==> config.mk <==
export PLATFORM = sky130hd
export DESIGN_NAME = status_led_pattern_generator
export DESIGN_NICKNAME = d
export VERILOG_FILES = /design/src/rtl/slpg_pkg.sv /design/src/rtl/slpg_divider.sv /design/src/rtl/status_led_pattern_generator.sv
export SDC_FILE = /design/constraint.sdc
export NUM_CORES = 1
export LEC_CHECK = 0
export ABC_CLOCK_PERIOD_IN_PS = 27000
export BUFFER_PORTS_ARGS = -buffer_cell sky130_fd_sc_hd__buf_2
export CAP_MARGIN = 20
export CORE_MARGIN = 8
export CORE_UTILIZATION = 35
export CTS_CLUSTER_SIZE = 28
export DETAILED_ROUTE_END_ITERATION = 8
export PLACE_DENSITY = 0.53
export SLEW_MARGIN = 20
export SYNTH_ARGS = -nofsm -noshare
export SYNTH_HDL_FRONTEND = slang
export SYNTH_HIERARCHICAL = 1
export SYNTH_SLANG_ARGS = --single-unit
==> constraint.sdc <==
create_clock -name clk -period 27 [get_ports clk]
set_input_delay 2.7 -clock clk [delete_from_list [all_inputs] [get_ports clk]]
set_output_delay 2.7 -clock clk [all_outputs]
set_load 0.01 [all_outputs]
==> src/rtl/slpg_pkg.sv <==
package slpg_pkg;

    localparam int NOW_W       = 32;
    localparam int PERIOD_W    = 12;
    localparam int CHAN_W      = 8;
    localparam int MASK_W      = 12;
    localparam int ZONE_COUNT  = 12;
    localparam int ZONE_SEARCH = (ZONE_COUNT < MASK_W) ? ZONE_COUNT : MASK_W;
    localparam int SINE_TABLE_SIZE_DEF = 256;

    // Latched error codes
    localparam logic [1:0] ERR_NONE    = 2'd0;
    localparam logic [1:0] ERR_WIFI    = 2'd1;
    localparam logic [1:0] ERR_BROKER  = 2'd2;
    localparam logic [1:0] ERR_FAIL    = 2'd3;

    // Update phase codes
    localparam logic [1:0] OTA_IDLE     = 2'd0;
    localparam logic [1:0] OTA_DOWNLOAD = 2'd1;
    localparam logic [1:0] OTA_VERIFY   = 2'd2;

    // Boot phase codes
    localparam logic [2:0] BOOT_INIT   = 3'd0;
    localparam logic [2:0] BOOT_WIFI   = 3'd1;
    localparam logic [2:0] BOOT_TIME   = 3'd2;
    localparam logic [2:0] BOOT_BROKER = 3'd3;
    localparam logic [2:0] BOOT_READY  = 3'd4;

    typedef struct packed {
        logic [CHAN_W-1:0] r;
        logic [CHAN_W-1:0] g;
        logic [CHAN_W-1:0] b;
    } rgb_t;

    typedef enum logic [1:0] {
        KIND_FIXED   = 2'd0,
        KIND_SQUARE  = 2'd1,
        KIND_BREATHE = 2'd2
    } kind_t;

    // Quarter-wave sine, round(256 * sin(2*pi*i/256)) for i in 0..64
    function automatic logic [8:0] quarter_sine(input logic [6:0] idx);
        logic [8:0] v;
        unique case (idx)
            7'd0:  v = 9'd0;    7'd1:  v = 9'd6;    7'd2:  v = 9'd13;   7'd3:  v = 9'd19;
            7'd4:  v = 9'd25;   7'd5:  v = 9'd31;   7'd6:  v = 9'd38;   7'd7:  v = 9'd44;
            7'd8:  v = 9'd50;   7'd9:  v = 9'd56;   7'd10: v = 9'd62;   7'd11: v = 9'd68;
            7'd12: v = 9'd74;   7'd13: v = 9'd80;   7'd14: v = 9'd86;   7'd15: v = 9'd92;
            7'd16: v = 9'd98;   7'd17: v = 9'd104;  7'd18: v = 9'd109;  7'd19: v = 9'd115;
            7'd20: v = 9'd121;  7'd21: v = 9'd126;  7'd22: v = 9'd132;  7'd23: v = 9'd137;
            7'd24: v = 9'd142;  7'd25: v = 9'd147;  7'd26: v = 9'd152;  7'd27: v = 9'd157;
            7'd28: v = 9'd162;  7'd29: v = 9'd167;  7'd30: v = 9'd172;  7'd31: v = 9'd177;
            7'd32: v = 9'd181;  7'd33: v = 9'd185;  7'd34: v = 9'd190;  7'd35: v = 9'd194;
            7'd36: v = 9'd198;  7'd37: v = 9'd202;  7'd38: v = 9'd206;  7'd39: v = 9'd209;
            7'd40: v = 9'd213;  7'd41: v = 9'd216;  7'd42: v = 9'd220;  7'd43: v = 9'd223;
            7'd44: v = 9'd226;  7'd45: v = 9'd229;  7'd46: v = 9'd231;  7'd47: v = 9'd234;
            7'd48: v = 9'd237;  7'd49: v = 9'd239;  7'd50: v = 9'd241;  7'd51: v = 9'd243;
            7'd52: v = 9'd245;  7'd53: v = 9'd247;  7'd54: v = 9'd248;  7'd55: v = 9'd250;
            7'd56: v = 9'd251;  7'd57: v = 9'd252;  7'd58: v = 9'd253;  7'd59: v = 9'd254;
            7'd60: v = 9'd255;  7'd61: v = 9'd255;  7'd62: v = 9'd256;  7'd63: v = 9'd256;
            7'd64: v = 9'd256;
            default: v = 9'd256;
        endcase
        return v;
    endfunction

    function automatic rgb_t zone_palette(input logic [3:0] idx);
        rgb_t c;
        unique case (idx)
            4'd0:  c = '{8'd255, 8'd255, 8'd255};
            4'd1:  c = '{8'd255, 8'd0,   8'd0};
            4'd2:  c = '{8'd255, 8'd128, 8'd0};
            4'd3:  c = '{8'd255, 8'd255, 8'd0};
            4'd4:  c = '{8'd0,   8'd255, 8'd0};
            4'd5:  c = '{8'd0,   8'd0,   8'd255};
            4'd6:  c = '{8'd75,  8'd0,   8'd130};
            4'd7:  c = '{8'd148, 8'd0,   8'd211};
            4'd8:  c = '{8'd255, 8'd20,  8'd147};
            4'd9:  c = '{8'd0,   8'd255, 8'd255};
            4'd10: c = '{8'd128, 8'd255, 8'd0};
            4'd11: c = '{8'd255, 8'd0,   8'd255};
            default: c = '{8'd255, 8'd255, 8'd255};
        endcase
        return c;
    endfunction

    // floor(x / 255), exact for x up to 255*255
    function automatic logic [CHAN_W-1:0] scale8(input logic [CHAN_W-1:0] base,
                                                 input logic [CHAN_W-1:0] br);
        logic [15:0] x;
        logic [16:0] y;
        x = 16'(base) * 16'(br);
        y = 17'(x) + 17'd1 + 17'(x[15:8]);
        return y[15:8];
    endfunction

endpackage

==> src/rtl/slpg_divider.sv <==
module slpg_divider
    import slpg_pkg::*;
#(
    parameter int SINE_TABLE_SIZE = SINE_TABLE_SIZE_DEF
)
(
    input  logic                         clk,
    input  logic                         rst_n,
    input  logic                         start,
    input  logic [NOW_W-1:0]             dividend,
    input  logic [PERIOD_W-1:0]          divisor,
    output logic                         done,
    output logic [PERIOD_W-1:0]          phase,
    output logic [$clog2(SINE_TABLE_SIZE)-1:0] frac
);

    localparam int SINE_BITS = $clog2(SINE_TABLE_SIZE);
    localparam int STEPS     = NOW_W + SINE_BITS;
    localparam int CNT_W     = $clog2(STEPS);

    logic                 busy_reg, busy_next;
    logic                 done_reg, done_next;
    logic [CNT_W-1:0]     cnt_reg, cnt_next;
    logic [NOW_W-1:0]     dvd_reg, dvd_next;
    logic [PERIOD_W-1:0]  rem_reg, rem_next;
    logic [PERIOD_W-1:0]  ph_reg, ph_next;
    logic [SINE_BITS-1:0] quo_reg, quo_next;
    logic [PERIOD_W:0]    trial;
    logic                 ge;

    // One restoring step: bring down the next dividend bit (zeros after the
    // integer part), subtract the divisor when it fits.
    assign trial = {rem_reg, dvd_reg[NOW_W-1]};
    assign ge    = trial >= {1'b0, divisor};

    always_comb
    begin
        busy_next = busy_reg;
        done_next = 1'b0;
        cnt_next  = cnt_reg;
        dvd_next  = dvd_reg;
        rem_next  = rem_reg;
        ph_next   = ph_reg;
        quo_next  = quo_reg;
        if (start)
        begin
            busy_next = 1'b1;
            cnt_next  = '0;
            dvd_next  = dividend;
            rem_next  = '0;
        end
        else if (busy_reg)
        begin
            rem_next = ge ? PERIOD_W'(trial - {1'b0, divisor}) : PERIOD_W'(trial);
            dvd_next = {dvd_reg[NOW_W-2:0], 1'b0};
            quo_next = {quo_reg[SINE_BITS-2:0], ge};
            // Integer part done: remainder is the phase in the period
            if (cnt_reg == CNT_W'(NOW_W - 1))
            begin
                ph_next = rem_next;
            end
            if (cnt_reg == CNT_W'(STEPS - 1))
            begin
                busy_next = 1'b0;
                done_next = 1'b1;
            end
            else
            begin
                cnt_next = cnt_reg + 1'b1;
            end
        end
    end

    always_ff @(posedge clk or negedge rst_n)
    begin
        if (!rst_n)
        begin
            busy_reg <= 1'b0;
            done_reg <= 1'b0;
            cnt_reg  <= '0;
        end
        else
        begin
            busy_reg <= busy_next;
            done_reg <= done_next;
            cnt_reg  <= cnt_next;
        end
    end

    always_ff @(posedge clk)
    begin
        dvd_reg <= dvd_next;
        rem_reg <= rem_next;
        ph_reg  <= ph_next;
        quo_reg <= quo_next;
    end

    assign done  = done_reg;
    assign phase = ph_reg;
    assign frac  = quo_reg;

endmodule

==> src/rtl/status_led_pattern_generator.sv <==
// Status LED pattern generator: one item per millisecond tick carries the time and the
// system status; the block answers each with one RGB color. Each item goes through the
// bit-serial restoring divider, which yields both time mod period and the sine table index,
// one bit per cycle, then the shape and scale states. Input is refused while an item is in
// work; a finished color waits in the output register and the next item may be taken
// meanwhile. SINE_TABLE_SIZE must be a power of two.
module status_led_pattern_generator
    import slpg_pkg::*;
#(
    parameter int SINE_TABLE_SIZE = SINE_TABLE_SIZE_DEF
)
(
    input  logic        clk,
    input  logic        rst_n,
    input  logic        s_axis_tvalid,
    output logic        s_axis_tready,
    // now_ms[31:0], error_request[33:32], ota_phase[35:34], ota_progress[43:36],
    // boot_phase[46:44], zone_running_mask[58:47], zero[63:59]
    input  logic [63:0] s_axis_tdata,
    output logic        m_axis_tvalid,
    input  logic        m_axis_tready,
    // red[7:0], green[15:8], blue[23:16]
    output logic [23:0] m_axis_tdata
);

    localparam int SINE_BITS = $clog2(SINE_TABLE_SIZE);

    typedef enum logic [3:0] {
        ST_IDLE  = 4'b0001,
        ST_DIV   = 4'b0010,
        ST_SHAPE = 4'b0100,
        ST_SCALE = 4'b1000
    } state_t;

    state_t               state_reg, state_next;
    logic [1:0]           err_reg, err_next;
    logic [NOW_W-1:0]     start_reg, start_next;
    logic                 out_valid_reg, out_valid_next;
    rgb_t                 out_reg;

    kind_t                kind_reg, kind_next;
    logic [PERIOD_W-1:0]  period_reg, period_next;
    logic [PERIOD_W-1:0]  thr_reg, thr_next;
    logic [CHAN_W-1:0]    lo_reg, lo_next;
    logic [CHAN_W-1:0]    hi_reg, hi_next;
    logic [CHAN_W-1:0]    fbr_reg, fbr_next;
    rgb_t                 base_reg, base_next;
    logic [CHAN_W-1:0]    br_reg, br_next;

    logic [NOW_W-1:0]     now_ms;
    logic [1:0]           error_request;
    logic [1:0]           ota_phase;
    logic [7:0]           ota_progress;
    logic [2:0]           boot_phase;
    logic [MASK_W-1:0]    zone_running_mask;

    logic                 accept;
    logic [NOW_W-1:0]     since;
    logic                 fail_lit;
    logic [6:0]           prog_c;
    logic                 zone_found;
    logic [3:0]           zone_idx;

    logic                 div_done;
    logic [PERIOD_W-1:0]  div_phase;
    logic [SINE_BITS-1:0] div_frac;

    logic [SINE_BITS+7:0] k_ext;
    logic [7:0]           j;
    logic [6:0]           q_idx;
    logic [8:0]           q;
    logic [8:0]           s;
    logic [16:0]          prod;

    assign now_ms            = s_axis_tdata[31:0];
    assign error_request     = s_axis_tdata[33:32];
    assign ota_phase         = s_axis_tdata[35:34];
    assign ota_progress      = s_axis_tdata[43:36];
    assign boot_phase        = s_axis_tdata[46:44];
    assign zone_running_mask = s_axis_tdata[58:47];

    assign s_axis_tready = (state_reg == ST_IDLE);
    assign accept        = s_axis_tvalid && s_axis_tready;

    // Latch a changed error request; update failure sticks
    always_comb
    begin
        err_next   = err_reg;
        start_next = start_reg;
        if (accept && err_reg != ERR_FAIL && error_request != err_reg)
        begin
            err_next   = error_request;
            start_next = now_ms;
        end
    end

    assign since    = now_ms - start_next;
    assign fail_lit = (since < 32'd250)
                   || (since >= 32'd500 && since < 32'd750)
                   || (since >= 32'd1000 && since < 32'd1250);
    assign prog_c   = (ota_progress > 8'd100) ? 7'd100 : ota_progress[6:0];

    // Lowest running zone
    always_comb
    begin
        zone_found = 1'b0;
        zone_idx   = '0;
        for (int i = ZONE_SEARCH - 1; i >= 0; i--)
        begin
            if (zone_running_mask[i])
            begin
                zone_found = 1'b1;
                zone_idx   = 4'(i);
            end
        end
    end

    // Pick the pattern by priority. A channel that shows the brightness itself
    // uses base 255, since scaling by 255 leaves it unchanged.
    always_comb
    begin
        kind_next   = KIND_FIXED;
        period_next = PERIOD_W'(1000);
        thr_next    = '0;
        lo_next     = '0;
        hi_next     = '0;
        fbr_next    = '0;
        base_next   = '{8'd0, 8'd0, 8'd0};
        priority if (err_next == ERR_FAIL)
        begin
            base_next = '{8'd255, 8'd0, 8'd0};
            fbr_next  = fail_lit ? 8'd255 : 8'd0;
        end
        else if (ota_phase == OTA_DOWNLOAD)
        begin
            kind_next   = KIND_BREATHE;
            period_next = PERIOD_W'(2500) - PERIOD_W'(prog_c) * PERIOD_W'(17);
            lo_next     = 8'd20;
            hi_next     = 8'd220;
            base_next   = '{8'd255, 8'd128, 8'd0};
        end
        else if (ota_phase == OTA_VERIFY)
        begin
            kind_next   = KIND_SQUARE;
            period_next = PERIOD_W'(200);
            thr_next    = PERIOD_W'(100);
            fbr_next    = 8'd255;
            base_next   = '{8'd200, 8'd200, 8'd0};
        end
        else if (err_next == ERR_WIFI || err_next == ERR_BROKER)
        begin
            kind_next   = KIND_SQUARE;
            period_next = PERIOD_W'(1000);
            thr_next    = PERIOD_W'(300);
            fbr_next    = 8'd255;
            base_next   = '{8'd180, 8'd0, 8'd0};
        end
        else if (zone_found)
        begin
            kind_next   = KIND_BREATHE;
            period_next = PERIOD_W'(2000);
            lo_next     = 8'd30;
            hi_next     = 8'd130;
            base_next   = zone_palette(zone_idx);
        end
        else
        begin
            unique case (boot_phase)
                BOOT_INIT:
                begin
                    kind_next   = KIND_BREATHE;
                    period_next = PERIOD_W'(1500);
                    lo_next     = 8'd10;
                    hi_next     = 8'd80;
                    base_next   = '{8'd255, 8'd255, 8'd255};
                end
                BOOT_WIFI:
                begin
                    kind_next   = KIND_BREATHE;
                    period_next = PERIOD_W'(1500);
                    lo_next     = 8'd20;
                    hi_next     = 8'd200;
                    base_next   = '{8'd0, 8'd120, 8'd255};
                end
                BOOT_TIME:
                begin
                    kind_next   = KIND_BREATHE;
                    period_next = PERIOD_W'(1000);
                    lo_next     = 8'd20;
                    hi_next     = 8'd200;
                    base_next   = '{8'd0, 8'd255, 8'd255};
                end
                BOOT_BROKER:
                begin
                    kind_next   = KIND_BREATHE;
                    period_next = PERIOD_W'(1500);
                    lo_next     = 8'd20;
                    hi_next     = 8'd200;
                    base_next   = '{8'd25, 8'd60, 8'd200};
                end
                BOOT_READY:
                begin
                    kind_next   = KIND_SQUARE;
                    period_next = PERIOD_W'(2000);
                    thr_next    = PERIOD_W'(100);
                    fbr_next    = 8'd40;
                    base_next   = '{8'd25, 8'd60, 8'd200};
                end
                default:
                begin
                    fbr_next = 8'd0;
                end
            endcase
        end
    end

    slpg_divider #(
        .SINE_TABLE_SIZE (SINE_TABLE_SIZE)
    ) u_divider (
        .clk      (clk),
        .rst_n    (rst_n),
        .start    (accept),
        .dividend (now_ms),
        .divisor  (period_reg),
        .done     (div_done),
        .phase    (div_phase),
        .frac     (div_frac)
    );

    // Sine index from the table position, then the raised sine in 0..256
    assign k_ext = {{8{1'b0}}, div_frac};
    assign j     = 8'((k_ext << 8) >> SINE_BITS);

    always_comb
    begin
        priority if (j < 8'd64)
        begin
            q_idx = j[6:0];
        end
        else if (j < 8'd128)
        begin
            q_idx = 7'(8'd128 - j);
        end
        else if (j < 8'd192)
        begin
            q_idx = 7'(j - 8'd128);
        end
        else
        begin
            q_idx = 7'(9'd256 - 9'(j));
        end
    end

    assign q    = quarter_sine(q_idx);
    assign s    = (j < 8'd128) ? 9'((10'd256 + 10'(q)) >> 1) : 9'((10'd256 - 10'(q)) >> 1);
    assign prod = 17'(s) * 17'(hi_reg - lo_reg);

    always_comb
    begin
        unique case (kind_reg)
            KIND_BREATHE: br_next = lo_reg + prod[15:8];
            KIND_SQUARE:  br_next = (div_phase < thr_reg) ? fbr_reg : 8'd0;
            default:      br_next = fbr_reg;
        endcase
    end

    always_comb
    begin
        state_next     = state_reg;
        out_valid_next = out_valid_reg;
        if (m_axis_tready)
        begin
            out_valid_next = 1'b0;
        end
        unique case (state_reg)
            ST_IDLE:
            begin
                if (accept)
                begin
                    state_next = ST_DIV;
                end
            end
            ST_DIV:
            begin
                if (div_done)
                begin
                    state_next = ST_SHAPE;
                end
            end
            ST_SHAPE:
            begin
                state_next = ST_SCALE;
            end
            ST_SCALE:
            begin
                // Hold until the output register is free
                if (!out_valid_reg || m_axis_tready)
                begin
                    state_next     = ST_IDLE;
                    out_valid_next = 1'b1;
                end
            end
            default:
            begin
                state_next = ST_IDLE;
            end
        endcase
    end

    always_ff @(posedge clk or negedge rst_n)
    begin
        if (!rst_n)
        begin
            state_reg     <= ST_IDLE;
            err_reg       <= ERR_NONE;
            start_reg     <= '0;
            out_valid_reg <= 1'b0;
        end
        else
        begin
            state_reg     <= state_next;
            err_reg       <= err_next;
            start_reg     <= start_next;
            out_valid_reg <= out_valid_next;
        end
    end

    always_ff @(posedge clk)
    begin
        if (accept)
        begin
            kind_reg   <= kind_next;
            period_reg <= period_next;
            thr_reg    <= thr_next;
            lo_reg     <= lo_next;
            hi_reg     <= hi_next;
            fbr_reg    <= fbr_next;
            base_reg   <= base_next;
        end
        if (state_reg == ST_SHAPE)
        begin
            br_reg <= br_next;
        end
        if (state_reg == ST_SCALE && (!out_valid_reg || m_axis_tready))
        begin
            out_reg.r <= scale8(base_reg.r, br_reg);
            out_reg.g <= scale8(base_reg.g, br_reg);
            out_reg.b <= scale8(base_reg.b, br_reg);
        end
    end

    assign m_axis_tvalid = out_valid_reg;
    assign m_axis_tdata  = {out_reg.b, out_reg.g, out_reg.r};

    a_state_onehot: assert property (@(posedge clk) disable iff (!rst_n)
        $onehot(state_reg))
        else $error("state register not one-hot");

    a_done_in_div: assert property (@(posedge clk) disable iff (!rst_n)
        div_done |-> state_reg == ST_DIV)
        else $error("divider finished outside the divide state");

    a_fail_sticks: assert property (@(posedge clk) disable iff (!rst_n)
        err_reg == ERR_FAIL |=> err_reg == ERR_FAIL)
        else $error("update failure was cleared");

    a_no_overwrite: assert property (@(posedge clk) disable iff (!rst_n)
        state_reg == ST_SCALE && out_valid_reg && !m_axis_tready |=> state_reg == ST_SCALE)
        else $error("pending color overwritten");

    a_period_nonzero: assert property (@(posedge clk) disable iff (!rst_n)
        state_reg == ST_DIV |-> period_reg != '0)
        else $error("zero period in divider");

endmodule

==> results of run 1 <==
==> cell usage in the layout, fill, tap and decap left out, types with 16 or more instances in the layout <==
master       n
xor2_1      43
mux2_2      41
buf_2       88
dfrtp_1     46
xnor2_1     79
ha_1       263
clkbuf_16   18
mux2i_1     44
fa_1       156
nor3_1      25
o21bai_1    18
edfxtp_1   128
and2_1      92
o21a_1      25
a21o_1      30
nand3_1     29
a21oi_1    126
o21ai_0     96
inv_1      334
nand2_1    215
a211oi_1    16
nor2b_1     30
nor2_1     170
nand2b_1    44
==> final cells by class <==
type | instances | area share, %
clock buffers | 18 | 1.916
repair buffers | 101 | 2.288
inverters | 335 | 5.348
clock inverters | 14 | 0.6173
diodes | 3 | 0.03193
well taps | 790 | 4.204
flip-flops and latches | 187 | 22.38
multi-input cells | 1767 | 63.22
==> worst max-delay path, delay by kind of cell, from the launching register on <==
family | cells | cell delay [ps]
buf+inv | 8 | 1140
simple gates | 11 | 1630
fa+ha+maj | 11 | 4480
compound gates | 7 | 1660
xor+xnor | 5 | 1960
flops | 1 | 740
==> stage by stage <==
| step | setup slack (ps) | utilization (%) |
|---|---|---|
| floorplan | 16820 | - |
| global placement | 15200 | 37.32 |
| detailed placement | 15170 | 37.32 |
| CTS | 15080 | 38.29 |
| global route | 14140 | 38.31 |
| finish | 15120 | 38.31 |
==> final timing paths <==
path / startpoint / to / slack (ps) / depth (start not counted)
min in group asynchronous: rst_n / start_reg[31] / 2300 / 2
setup / recovery: u_divider/frac[0] / br_reg[7] / 15120 / 42
hold / removal: start_reg[16] / start_reg[16] / 490 / 2
max in group asynchronous: rst_n / u_divider/cnt_reg[4] / 24270 / 2
setup reg to reg: u_divider/frac[0] / br_reg[7] / 15120 / 42
hold reg to reg: start_reg[16] / start_reg[16] / 490 / 2
==> routing by layer <==
layer	up-vias	track usage [%]	part of all wire, %
li1	8113	-	-
met1	7997	19.33	48
met2	232	24.30	47
met3	53	2.947	3.8
met4	10	3.672	1.5
met5	-	0	0.14
==> run metrics, run 1 <==
final setup fails 0; CP most frequent cell inv_1; Syn Area/Cell 9.171 um2; vias in the first global route 16860; slowest CP cell xor2_1; DR WL/cell 15.67 um; crit path max fanout 17; Worst Path Required 27240 ps; die width 264.7 um; Worst EP arrival 12120 ps; RSZ-0062 raised after global routing no; first-pass GRT wire length 85290 um; CTS Hold Bufs 0; cts repair resizes 0; Placed Instances 3180; first drt pass iteration count 5; Layout area overhead 8.643%; Mapped Area 21640 um2; Boundary Pins 94; worst-margin pin slew 1010 ps; setup bufs post-CTS 0; clk slew on worst S/H paths 80 ps; DR DRC count 0; # fillers 6177; CTS HTree Levels 4; largest net degree at the start of global routing 50; placed cell area 22900 um2; initial DRC count 931; CTS tree yes; Worst setup SP type flip-flop; Routed Wire Length 50380 um; final hold viol count 0; TNS Setup 0 ps; worst hold margin 486.5 ps; antenna violations before repair 15; YS warnings 6; clk_skew 17.92 ps; grt ovf 0; final net count 2896; crit-path max cell delay 790 ps; worst-case clock buffer depth 2; vias per std cell 5.103; CTS sink cnt 187; layout cells sized above 1 9.001%; Fmax 84.19 MHz; chip height 264.7 um; Rows 91; I/O Buffers 88; Hold Crit Class reg -> reg; Synthesized Nets 2847; fin. max-slew vios 0; fin crit period 11880 ps; maxcap violations 0; Cells after Synth 2360; dpl hpwl 39870 um; Non-Filler Instances 3215; final instance area 23510 um2; Max-slew headroom 32.47%; Storage cell area 5261 um2; kind of end point of the critical path flip-flop; Die ar. 70050 um2; total CTS buffers 17; root buf cell clkbuf_16; final period utilization 43.99%; worst skew pair latency 500 ps; critical path class reg -> reg; status finished, final reports clean; gp weighted congestion 0.8772; Multi-input gate area 14870 um2; core area 61370 um2; Final ANT Viol Nets 0; total track usage 14.61%; Initial Utilization 35.27%; via count 16410
Power of run 1 is left out: the tool's default activity adds up to more than one toggle a clock period on the data nets, which glitch-free logic cannot reach.
==> inputs of run 2 (changes only) <==
ABC_AREA = 1   (was unset)
ABC_CLOCK_PERIOD_IN_PS = 11550   (was 27000)
clock period = 11.55 ns   (was 27 ns; I/O delays follow)
==> run 2 against run 1 <==
Against the previous run:
- hold slack worse by 5.8 ps
- largest cell class unchanged
- clock-buffer cell count unchanged
- critical path depth up 5
- critical path type unchanged
- clock skew about the same
- synthesized area up 1.9%
- worst setup slack worse by 13000 ps
- highest routed layer is now met4
- first-iteration DRC count up 3.7%
- global-route usage about the same
==> run metrics, run 2 <==
gp weighted congestion 0.8483 (was 0.8772); met3 Use GR 1.983% (was 2.947%); first-pass GRT wire length 85080 um (was 85290 um); most common cell after layout, fill and taps aside nand2_1 (was inv_1); maxcap violations 0 (unchanged); largest net degree at the start of global routing 68 (was 50); Hold Crit Class reg -> reg (unchanged); core area 62740 um2 (was 61370 um2); grt ovf 0 (unchanged); fin. max-slew vios 0 (unchanged); dpl hpwl 40730 um (was 39870 um); cts repair resizes 0 (unchanged); crit path max fanout 11 (was 17); Max-slew headroom 38.22% (was 32.47%); I/O Buffers 88 (unchanged); final period utilization 78.73% (was 43.99%); WHS Path Cells 2 (unchanged); CTS tree yes (unchanged); slowest CP cell edfxtp_1 (was xor2_1); vias in the first global route 17130 (was 16860); Rows 92 (was 91); final hold viol count 0 (unchanged); worst-case clock buffer depth 2 (unchanged); clk slew on worst S/H paths 80 ps (about the same); total CTS buffers 17 (unchanged); R2R cell count 47 (was 42); layout cells sized above 1 8.274% (was 9.001%); total track usage 14.60% (was 14.61%); flop2flop setup slack 2460 ps (was 15120 ps); Mapped Area 22060 um2 (was 21640 um2); commonest cells after routing, fill and taps aside 749 x nand2_1, 603 x inv_1, 263 x ha_1, 215 x nor2_1, 156 x fa_1 (was 334 x inv_1, 263 x ha_1, 215 x nand2_1, 170 x nor2_1, 156 x fa_1); CTS HTree Levels 4 (unchanged); kind of end point of the critical path flip-flop (unchanged); via count 17490 (was 16410); DR WL/cell 13.24 um (was 15.67 um); CTS Hold Bufs 0 (unchanged); die width 267.1 um (was 264.7 um); Synthesized Nets 3395 (was 2847); Syn Area/Cell 7.587 um2 (was 9.171 um2); Boundary Pins 94 (unchanged); RSZ-0062 raised after global routing no (unchanged); worst r2r dst br_reg[6] (was br_reg[7]); worst-margin pin slew 926.7 ps (was 1010 ps); chip height 267.1 um (was 264.7 um); Final ANT Viol Nets 0 (unchanged); Worst Path Required 11790 ps (was 27240 ps); Cells after Synth 2908 (was 2360); Worst setup SP type flip-flop (unchanged); root buf cell clkbuf_16 (unchanged); hold path start u_divider/rem_reg[2] (was start_reg[16]); antenna violations before repair 1 (was 15); fin crit period 9093 ps (was 11880 ps); worst r2r src u_divider/frac[0] (unchanged); met2 usage 24.40% (was 24.30%); gr busiest metal met2 (unchanged); initial DRC count 965 (was 931); Routed Wire Length 50600 um (was 50380 um); Hold Path Sink u_divider/rem_reg[2] (was start_reg[16]); TNS Setup 0 ps (unchanged); Layout area overhead 8.603% (was 8.643%); setup bufs post-CTS 0 (unchanged); final setup fails 0 (unchanged); worst skew pair latency 500 ps (about the same); Core Util, Final 38.20% (was 38.31%); Fmax 110.0 MHz (was 84.19 MHz); critical path class reg -> reg (unchanged); status finished, final reports clean (unchanged); final net count 3447 (was 2896); CTS sink cnt 187 (unchanged); met1 Use GR 19.65% (was 19.33%); YS warnings 6 (unchanged); Initial Utilization 35.17% (was 35.27%); DR DRC count 0 (unchanged); crit-path max cell delay 540 ps (was 790 ps); CP most frequent cell nand2_1 (was inv_1); first drt pass iteration count 7 (was 5); vias per std cell 4.578 (was 5.103); Die ar. 71330 um2 (was 70050 um2); clk_skew 18.01 ps (was 17.92 ps); Worst EP arrival 9330 ps (was 12120 ps)
run 2: changes by cell type in the layout (fill, tap and decap cells not counted), moves of 23 or more:
cell | before | now
a21o_1 | 30 | 7
and2_1 | 92 | 1
inv_1 | 334 | 603
mux2_2 | 41 | 2
mux2i_1 | 44 | 0
nand2_1 | 215 | 749
nand2_2 | 0 | 25
nand2b_1 | 44 | 0
nand3_1 | 29 | 107
nor2_1 | 170 | 215
nor2b_1 | 30 | 0
or2_2 | 10 | 40
xnor2_1 | 79 | 31
run 2: layer usage:
layer / vias up / wire, um
met5: - / 0
met4: 0 / 789
met3: 34 / 1748
met2: 238 / 23480
met1: 8074 / 24580
li1: 9146 / -
run 2: stage by stage:
stage	setup WS [ps]	area [um2]	hold slack [ps]	std cells
floorplan	3477	22060	446.6	2908
global placement	2424	23330	463.3	3787
detailed placement	2436	23330	466.2	3787
CTS	2396	23960	484.1	3819
global route	1747	23960	512.8	3819
finish	2457	23960	480.7	3821
run 2: area by class of cell:
type	instances	area (um2)
Sequential cell	187	5261
Tap cell	846	1059
Clock buffer	18	450.4
Antenna cell	2	5.005
Timing Repair Buffer	96	500.5
Inverter	616	2312
Multi-Input combinational cell	2042	14190
Clock inverter	14	180.2
Fill cell	6638	38770
run 2: worst max-delay path, delay by kind of cell (launching register included):
| kind | cells | cell delay, ps |
|---|---|---|
| adder cells (fa/ha/maj) | 10 | 3970 |
| AND/OR/NAND/NOR | 20 | 2230 |
| AO/OA/AOI/OAI | 7 | 960 |
| buffers and inverters | 8 | 820 |
| flip-flops | 1 | 540 |
| XOR/XNOR | 2 | 310 |
run 2: worst max-delay path by stage:
stage                            startpoint   endpoint  slack [ps]  cells after the start
final                     u_divider/frac[0]  br_reg[6]        2460                     47
after global routing      u_divider/frac[0]  br_reg[6]        1750                     44
after CTS                 u_divider/frac[0]  br_reg[6]        2400                     47
after detailed placement  u_divider/frac[0]  br_reg[6]        2440                     47
after global placement    u_divider/frac[0]  br_reg[6]        2420                     47
after floorplan           u_divider/frac[0]  br_reg[6]        3480                     47
Power of run 2 is left out for the same reason.
==> inputs of run 3 (changes only) <==
ABC_CLOCK_PERIOD_IN_PS = 7300   (was 11550)
PLACE_DENSITY = 0.55   (was 0.53)
clock period = 7.3 ns   (was 11.55 ns; I/O delays follow)
==> run 3 against run 2 <==
Against the previous run:
- clock skew increased by 0.73 ps
- flip-flop and latch count stayed put
- critical path depth is 2 higher
- the run now ends with setup timing left
- hold slack worse by 140 ps
- via count rose by 2.2%
==> run metrics, run 3 (synthesized netlist as in run 2, its figures left out) <==
antenna violations before repair 3 (was 1); dpl hpwl 42140 um (was 40730 um); final net count 3554 (was 3447); first-pass GRT wire length 86500 um (was 85080 um); placed cell area 24200 um2 (was 23330 um2); vias per std cell 4.553 (was 4.578); crit-path max cell delay 540 ps (about the same); largest net degree at the start of global routing 48 (was 68); total track usage 14.75% (was 14.60%); CTS sink cnt 187 (unchanged); Multi-input gate area 14470 um2 (was 14190 um2); clk_skew 18.74 ps (was 18.01 ps); CP most frequent cell nand2_1 (unchanged); worst-margin pin slew 1012 ps (was 926.7 ps); final hold viol count 0 (unchanged); Max-slew headroom 32.56% (was 38.22%); grt ovf 0 (unchanged); I/O Buffers 88 (unchanged); most common cell after layout, fill and taps aside nand2_1 (unchanged); CTS tree yes (unchanged); DR WL/cell 13.03 um (was 13.24 um); Worst EP arrival 7700 ps (was 9330 ps); critical path buffer and inverter count 9 (was 8); worst r2r src u_divider/frac[1] (was u_divider/frac[0]); fin crit period 7463 ps (was 9093 ps); root buf cell clkbuf_16 (unchanged); TNS Setup -387.8 ps (was 0 ps); R2R cell count 49 (was 47); first drt pass iteration count 5 (was 7); initial DRC count 844 (was 965); worst r2r dst br_reg[7] (was br_reg[6]); worst hold margin 341.1 ps (was 480.7 ps); Boundary Pins 94 (unchanged); die width 267.1 um (unchanged); RSZ-0062 raised after global routing yes (was no); chip height 267.1 um (unchanged); worst skew pair latency 490 ps (was 500 ps); core area 62740 um2 (unchanged); gp weighted congestion 0.8576 (was 0.8483); setup slack after layout -163.4 ps (was 2457 ps); CTS HTree Levels 4 (unchanged); crit path max fanout 6 (was 11); flop2flop setup slack -160 ps (was 2460 ps); Fmax 134.0 MHz (was 110.0 MHz); WP depth 49 (was 47); commonest cells after routing, fill and taps aside 739 x nand2_1, 594 x inv_1, 255 x ha_1, 206 x nor2_1, 155 x fa_1 (was 749 x nand2_1, 603 x inv_1, 263 x ha_1, 215 x nor2_1, 156 x fa_1); layout cells sized above 1 13.25% (was 8.274%); maxcap violations 0 (unchanged); fin. max-slew vios 0 (unchanged); via count 17880 (was 17490); final instance area 25080 um2 (was 23960 um2); failing checks setup timing; Storage cell area 5261 um2 (unchanged); final period utilization 102.2% (was 78.73%); # fillers 6540 (was 6638); status finished, violations left (was finished, final reports clean); slowest CP cell fa_1 (was edfxtp_1); critical path class reg -> reg (unchanged); clk slew on worst S/H paths 90 ps (was 80 ps); kind of end point of the critical path flip-flop (unchanged); Initial Utilization 35.17% (unchanged); cell family with most CP delay adder cells (unchanged); Routed Wire Length 51160 um (was 50600 um); Die ar. 71330 um2 (unchanged); Layout area overhead 13.68% (was 8.603%); final setup fails 3 (was 0); worst-case clock buffer depth 2 (unchanged); DR DRC count 0 (unchanged); Final ANT Viol Nets 0 (unchanged); vias in the first global route 17790 (was 17130); Worst Path Required 7530 ps (was 11790 ps); Hold Crit Class in -> async (was reg -> reg); total CTS buffers 17 (unchanged); Worst setup SP type flip-flop (unchanged); Rows 92 (unchanged)
==> run 3: cell types whose count changed in the layout (fill, tap and decap cells not counted), sizes merged <==
| cell | delta |
|---|---|
| buf | +107 |
| clkinv | -2 |
| inv | +2 |
==> run 3: per-layer routing <==
layer	GRT usage [%]	share of wire (%)	up-vias
met5	0	0.020	-
met4	4.029	1.6	2
met3	2.240	3.0	50
met2	24.45	46	221
met1	19.90	49	8239
li1	-	-	9372
==> run 3: layout make-up <==
cell class / count / share of cell area (%)
antenna: 2 / 0.01995
timing repair buffer: 203 / 5.313
inverter: 616 / 9.239
tap: 846 / 4.220
sequential: 187 / 20.98
clock buffer: 18 / 1.796
multi-input combinational: 2042 / 57.71
clock inverter: 14 / 0.7283
==> run 3: worst max path at each step <==
stage / startpoint / endpoint / slack [ps]
floorplan: u_divider/frac[0] / br_reg[6] / -60
global placement: u_divider/frac[1] / br_reg[7] / -220
detailed placement: u_divider/frac[1] / br_reg[7] / -270
CTS: u_divider/frac[0] / br_reg[6] / -140
global route: u_divider/frac[0] / br_reg[7] / -570
finish: u_divider/frac[1] / br_reg[7] / -160
==> run 3: stage by stage <==
step | cells | utilization, % | worst slack [ps]
finish | 3928 | 39.98 | -163.4
global route | 3927 | 39.98 | -570.2
CTS | 3920 | 39.71 | -145.0
detailed placement | 3886 | 38.57 | -265.8
global placement | 3886 | 38.57 | -217.4
floorplan | 2908 | - | -64.60
==> run 3: worst register-to-register path: cells and delay by family, from the launching register on <==
family | cells | cell delay, ps
compound gates | 3 | 440
xor+xnor | 1 | 190
simple gates | 26 | 1900
fa+ha+maj | 10 | 3720
flops | 1 | 410
buf+inv | 9 | 590
==> run 3: repair_timing <==
action,CTS,global route
pin swaps,9,20
resized for setup,19,30
setup endpoints to repair,4,6
buffers inserted,2,6
hold buffers,0,0
Power of run 3 is left out for the same reason.
